<file path="src/hdl/swsb_pkg.sv">
`default_nettype none

package swsb_pkg;

	localparam int SEQ_W     = 32;
	localparam int LEN_W     = 11;
	localparam int HDL_W     = 16;
	localparam int WSIZE_W   = 7;
	localparam int MAX_SLOTS = 64;
	localparam int SLOT_W    = $clog2(MAX_SLOTS);
	// effective window size spans 1..MAX_SLOTS, so one bit more than a slot index
	localparam int EFF_W     = SLOT_W + 1;

	// remainder unit: bits of the dividend retired per cycle
	localparam int REM_BITS  = 8;
	localparam int REM_STEPS = SEQ_W / REM_BITS;
	localparam int STEP_W    = $clog2(REM_STEPS);

	localparam int WSIZE_RST = 64;

	localparam logic [1:0] OP_ADD  = 2'd0;
	localparam logic [1:0] OP_FIND = 2'd1;
	localparam logic [1:0] OP_ACK  = 2'd2;

	typedef struct packed {
		logic [SEQ_W-1:0] seq;
		logic [LEN_W-1:0] len;
		logic [HDL_W-1:0] handle;
	} slot_entry_t;

	typedef struct packed {
		logic load;      // latch the input word, start the remainder
		logic mem_wr;    // store entry in its slot, mark it valid
		logic mem_rd;    // read the addressed slot
		logic sweep;     // ack sweep over the slots in use
		logic commit;    // load the result register, move the edges
		logic find_res;  // result carries the find fields
		logic ack_res;   // result follows an ack
	} swsb_cmd_t;

	typedef struct packed {
		logic rem_last;
		logic sweep_done;
		logic out_free;
	} swsb_sts_t;

endpackage

`default_nettype wire

</file>
<file path="src/hdl/swsb_ctrl.sv">
`default_nettype none

module swsb_ctrl import swsb_pkg::*; (
	input  logic       clk,
	input  logic       arst_n,
	input  logic       in_valid,
	input  logic [1:0] op,
	input  swsb_sts_t  sts,
	output logic       in_stall,
	output logic       cfg_ready,
	output swsb_cmd_t  cmd
);

	typedef enum logic [5:0] {
		ST_IDLE  = 6'b000001,
		ST_REM   = 6'b000010,
		ST_ADD   = 6'b000100,
		ST_FRD   = 6'b001000,
		ST_SWEEP = 6'b010000,
		ST_DONE  = 6'b100000
	} state_t;

	state_t     state_q;
	state_t     state_n;
	logic [1:0] op_q;
	logic       idle;

	assign idle      = (state_q == ST_IDLE);
	assign in_stall  = !idle;
	assign cfg_ready = idle;

	always_comb begin
		state_n = state_q;
		unique case (state_q)
			ST_IDLE: begin
				if (in_valid) begin
					unique case (op) inside
						OP_ADD, OP_FIND: state_n = ST_REM;
						OP_ACK:          state_n = ST_SWEEP;
						default:         state_n = ST_DONE;
					endcase
				end
			end
			ST_REM: begin
				if (sts.rem_last) begin
					state_n = (op_q == OP_ADD) ? ST_ADD : ST_FRD;
				end
			end
			ST_ADD:   state_n = ST_DONE;
			ST_FRD:   state_n = ST_DONE;
			ST_SWEEP: begin
				if (sts.sweep_done) begin
					state_n = ST_DONE;
				end
			end
			ST_DONE: begin
				if (sts.out_free) begin
					state_n = ST_IDLE;
				end
			end
			default: state_n = ST_IDLE;
		endcase
	end

	always_ff @(posedge clk or negedge arst_n) begin
		if (!arst_n) begin
			state_q <= ST_IDLE;
			op_q    <= OP_ADD;
		end else begin
			state_q <= state_n;
			if (idle && in_valid) begin
				op_q <= op;
			end
		end
	end

	always_comb begin
		cmd          = '0;
		cmd.load     = idle && in_valid;
		cmd.mem_wr   = (state_q == ST_ADD);
		cmd.mem_rd   = (state_q == ST_FRD);
		cmd.sweep    = (state_q == ST_SWEEP);
		cmd.commit   = (state_q == ST_DONE) && sts.out_free;
		cmd.find_res = (op_q == OP_FIND);
		cmd.ack_res  = (op_q == OP_ACK);
	end

endmodule

`default_nettype wire

</file>
<file path="config.mk">
export PLATFORM = sky130hd
export DESIGN_NAME = swsb_ctrl
export DESIGN_NICKNAME = d
export VERILOG_FILES = /design/src/hdl/swsb_pkg.sv /design/src/hdl/swsb_ctrl.sv
export SDC_FILE = /design/constraint.sdc
export NUM_CORES = 1
export LEC_CHECK = 0
export ABC_CLOCK_PERIOD_IN_PS = 2100
export BUFFER_PORTS_ARGS = -buffer_cell sky130_fd_sc_hd__buf_2
export CAP_MARGIN = 15
export CORE_UTILIZATION = 30
export DETAILED_ROUTE_END_ITERATION = 10
export PLACE_DENSITY = 0.55
export SLEW_MARGIN = 20
export SYNTH_ARGS = -nofsm -noshare
export SYNTH_HDL_FRONTEND = slang
export SYNTH_SLANG_ARGS = --single-unit
</file>
<file path="constraint.sdc">
create_clock -name clk -period 2.1 [get_ports clk]
set_input_delay 0.21 -clock clk [delete_from_list [all_inputs] [get_ports clk]]
set_output_delay 0.21 -clock clk [all_outputs]
set_load 0.005 [all_outputs]
</file>
== Word level (Yosys, flattened, before mapping) ==
Cells that the tools add are included.
Cells by class
  equal/unequal tests: 14
  multiplexer cells: 7
  reduce and logical (&&, ||, !) cells: 8
Operator list (count)
  case mux 6 bit (5 select lines): 1
  two-way mux 6 bit: 4
  case mux 6 bit (2 select lines): 1
  inequality test 2 bit, second input constant: 4
  == test 6 x 1 -> 1 bit, second input constant: 1
  == test 6 x 2 -> 1 bit, second input constant: 1
  == test 6 x 3 -> 1 bit, second input constant: 1
  == test 6 x 4 -> 1 bit, second input constant: 1
  == test 6 x 5 -> 1 bit, second input constant: 1
  == test 6 bit, second input constant: 1
  == test 2 x 1 -> 1 bit, second input constant: 2
  == test 2 bit, second input constant: 2
  logical NOT 2 bit: 2
  two-way mux 4 bit: 1
  AND reduction 4 bit: 1
  OR reduction 2 bit: 2
  logical AND 1 bit: 2
  logical NOT 1 bit: 1
Storage, ports and cells
  flip-flop bits (word level): 8
  output and inout bits: 9

== Logic depth before layout (Yosys ltp) ==
  word-level depth: 5
  gate-level depth with buffers: 5
  mapped depth without buffers: 5

== Worst setup path before layout ==
No wires, ideal clock.
  kind: reg-to-output
  start: register state_q[1]
  end: output port cmd[5] (netlist name)
  data arrival time: 1316 ps
  data required time: 1890 ps
  setup slack: 574 ps
  cell stages (with the launch flop): 3
  path buffers: 0
  cells stage by stage: dfrtp_1 > or4_2 > nor3b_1
RTL lines
  from (decl): RTL line swsb_ctrl.sv:23  | state_t state_q;
  from (signal assigned): RTL line swsb_ctrl.sv:70  | state_q <= state_n;
  to (decl): RTL line swsb_ctrl.sv:11  | output swsb_cmd_t cmd

==> flow_summary.toml <==
[outcome]
outcome = "finished clean"

[drt]
m1WireLength_um = 498
first_iter_violations = 9
vias_per_cell = 5.26
vias = 442
drc_errors = 0
ant_nets = 0
top_layer_used = "met4"
detail_route.wl_per_cell_um = 11.9
wirelength_um = 996
met2WireLength_um = 429
met3WireLength_um = 31
dr.pass1.iters = 4

[global_routing]
grt.total_usage_pct = 12.6
overflow = 0
grt_pass1_vias = 384
grt_pass1_wl_um = 1650
antenna_found_initial = 0
grt_max_degree = 9

[power]
power_frac_seq_pct = 34.2
p_clk_share_pct = 14.2
p_sw_share_pct = 38.3
p_comb_share_pct = 51.6
p_int_mw = 0.535
peakVddDrop_mv = 0.784
p_per_area_nw_per_um2 = 1370
p_sw_mw = 0.332
leakage_nw = 0.310

[clock_tree]
tritoncts = "built"
cts-root-buf = "clkbuf_4"
cts_buffers = 3
clock_path_buffers = 2
clock_sinks = 8
path_clk_slew_ps = 60
clk-insertion-delay-late_ps = 250
ctsHtreeMaxLevel = 1

[critical_path]
required_ps = 1890
r2r_setup_slack_ps = 470
critical_path_arrival_ps = 1700
start_kind = "register"
rr_worst_depth = 5
reg2reg_from = "state_q[5]"
worst-setup-path-type = "register to output pin"
cp_max_fo = 6
reg2reg_to = "state_q[5]"
worstSetupEndpointType = "output pin"

[final_layout]
drive_gt1_share_pct = 44.1
fill_cells = 153
fin_nets = 77
stdcell_count = 84
area_growth_pct = 27.6
diodes = 0

[floorplanning]
die_h_um = 42.6
die_area_sq_um = 1810
rows = 14
die_w_um = 42.6
num_io_pins = 17
core_sq_um = 1520
start_util_pct = 32.4

[sta]
finalSetupViolations = 0
hold_viol_final = 0
layout_worst_path_cycle_share_pct = 90.9
hold_ws_ps = 183
fmax_mhz = 524
layout_min_cycle_time_ps = 1910
clock_skew_ps = 5.13
rsz0062_at_grt = "false"
tightestPinTransition_ps = 504
finalMaxSlewViolations = 0
relSlewSlack_pct = 66.1
setup_tns_ps = 0

[min_path]
min_path_cells = 2
min_to = "state_q[1]"
min_from = "sts[2]"
hold_class = "primary input to register"

[synthesis]
syn_inst = 47
ys_warn_count = 0
synth_seq_cells = 8
avgSynthCellArea_sq_um = 10.5
ys_top_cells_by_count = "dfrtp_1, nor3b_1"
synth_top_area_share_pct = 35.4
yosys-top-cells-area = "dfrtp_1, mux2_4, nor3b_1"
synth-edff-count = 0
synth_most_common_cell = "dfrtp_1"
ys_async_sr_fraction_pct = 100
ys.flop_type = "dfrtp_1"
synth_top_area_cell = "dfrtp_1"
synth.net_count = 55
ys_seq_area_share_pct = 40.8
synth_area_sq_um = 494
synth.distinct_cells = 27

[placement]
port_buffers = 16
place_inst = 79
gp_routability_congestion = 0.710
dpl.hpwl_um = 775

[flow_run]
maxCapViolations = 0
kinds of logic (layout without fill, tap and decap cells):
group / after synthesis / after routing / share of synthesized area, %
AO/OA/AOI/OAI: 9 / 9 / 14.7
XOR/XNOR: 1 / 1 / 1.77
buffers and inverters: 4 / 25 / 3.04
flip-flops: 8 / 8 / 40.8
multiplexers: 2 / 2 / 6.08
AND/OR/NAND/NOR: 23 / 23 / 33.7
critical path, stage by stage (launching register included):
cell and delay, ps:
dfrtp_1 420, or4_2 690, nor3b_1 200, buf_2 140
stage by stage:
step	util, %	power, mW	worst slack (ps)	instance area, sq um
CTS	41.4	0.877	182	631
global placement	39.0	0.744	479	594
finish	41.4	0.867	190	631
detailed placement	39.0	0.743	473	594
floorplan	-	0.612	574	494
global route	41.4	0.939	131	631
power by group through the flow:
stage | clock network (mW) | logic (mW) | registers [mW]
after CTS | 0.129 | 0.451 | 0.296
after global placement | 0 | 0.447 | 0.298
after detailed placement | 0 | 0.445 | 0.298
after global routing | 0.140 | 0.486 | 0.314
after floorplan | 0 | 0.334 | 0.278
final | 0.123 | 0.447 | 0.296
how the worst max path moves through the flow:
stage | start | end | slack [ps] | cells past startpoint
after floorplan | state_q[1] | cmd[5] | 570 | 2
after global placement | state_q[1] | cmd[5] | 480 | 3
after detailed placement | state_q[1] | cmd[5] | 470 | 3
after CTS | state_q[1] | cmd[5] | 180 | 3
after global routing | state_q[1] | cmd[5] | 130 | 3
final | state_q[1] | cmd[5] | 190 | 3
routing by layer:
metal  GRT usage (%)  vias to the layer above
li1                -                      221
met1            17.0                      204
met2            17.5                       13
met3            1.29                        4
met4            11.3                        0
met5               0                        -
sequential cells by signal, indices dropped and copies added (netlist names):
register,cells
state_q,6
op_q,2
layout by cell type (no fill, tap or decap), types with 2 or more instances in the layout:
master    count
buf_2        16
clkbuf_4      3
dfrtp_1       7
inv_1         3
mux2_4        2
nand3b_1      3
nor2_1        3
nor2b_1       2
nor3_1        2
nor3b_1       4
o21ai_0       3
layout make-up:
cell class                 instances  area (sq um)  area share (%)
sequential                         8           201            31.9
clock buffer                       4          26.3            4.17
multi-input combinational         35           278            44.0
timing repair buffer              17          90.1            14.3
tap                               16          20.0            3.17
inverter                           4          15.0            2.38
repair_timing:
action,CTS,global route
setup buffers,0,0
resized for setup,0,0
hold endpoints to repair,7,0
hold buffers,1,0
Power figures use the tool's default switching activity.
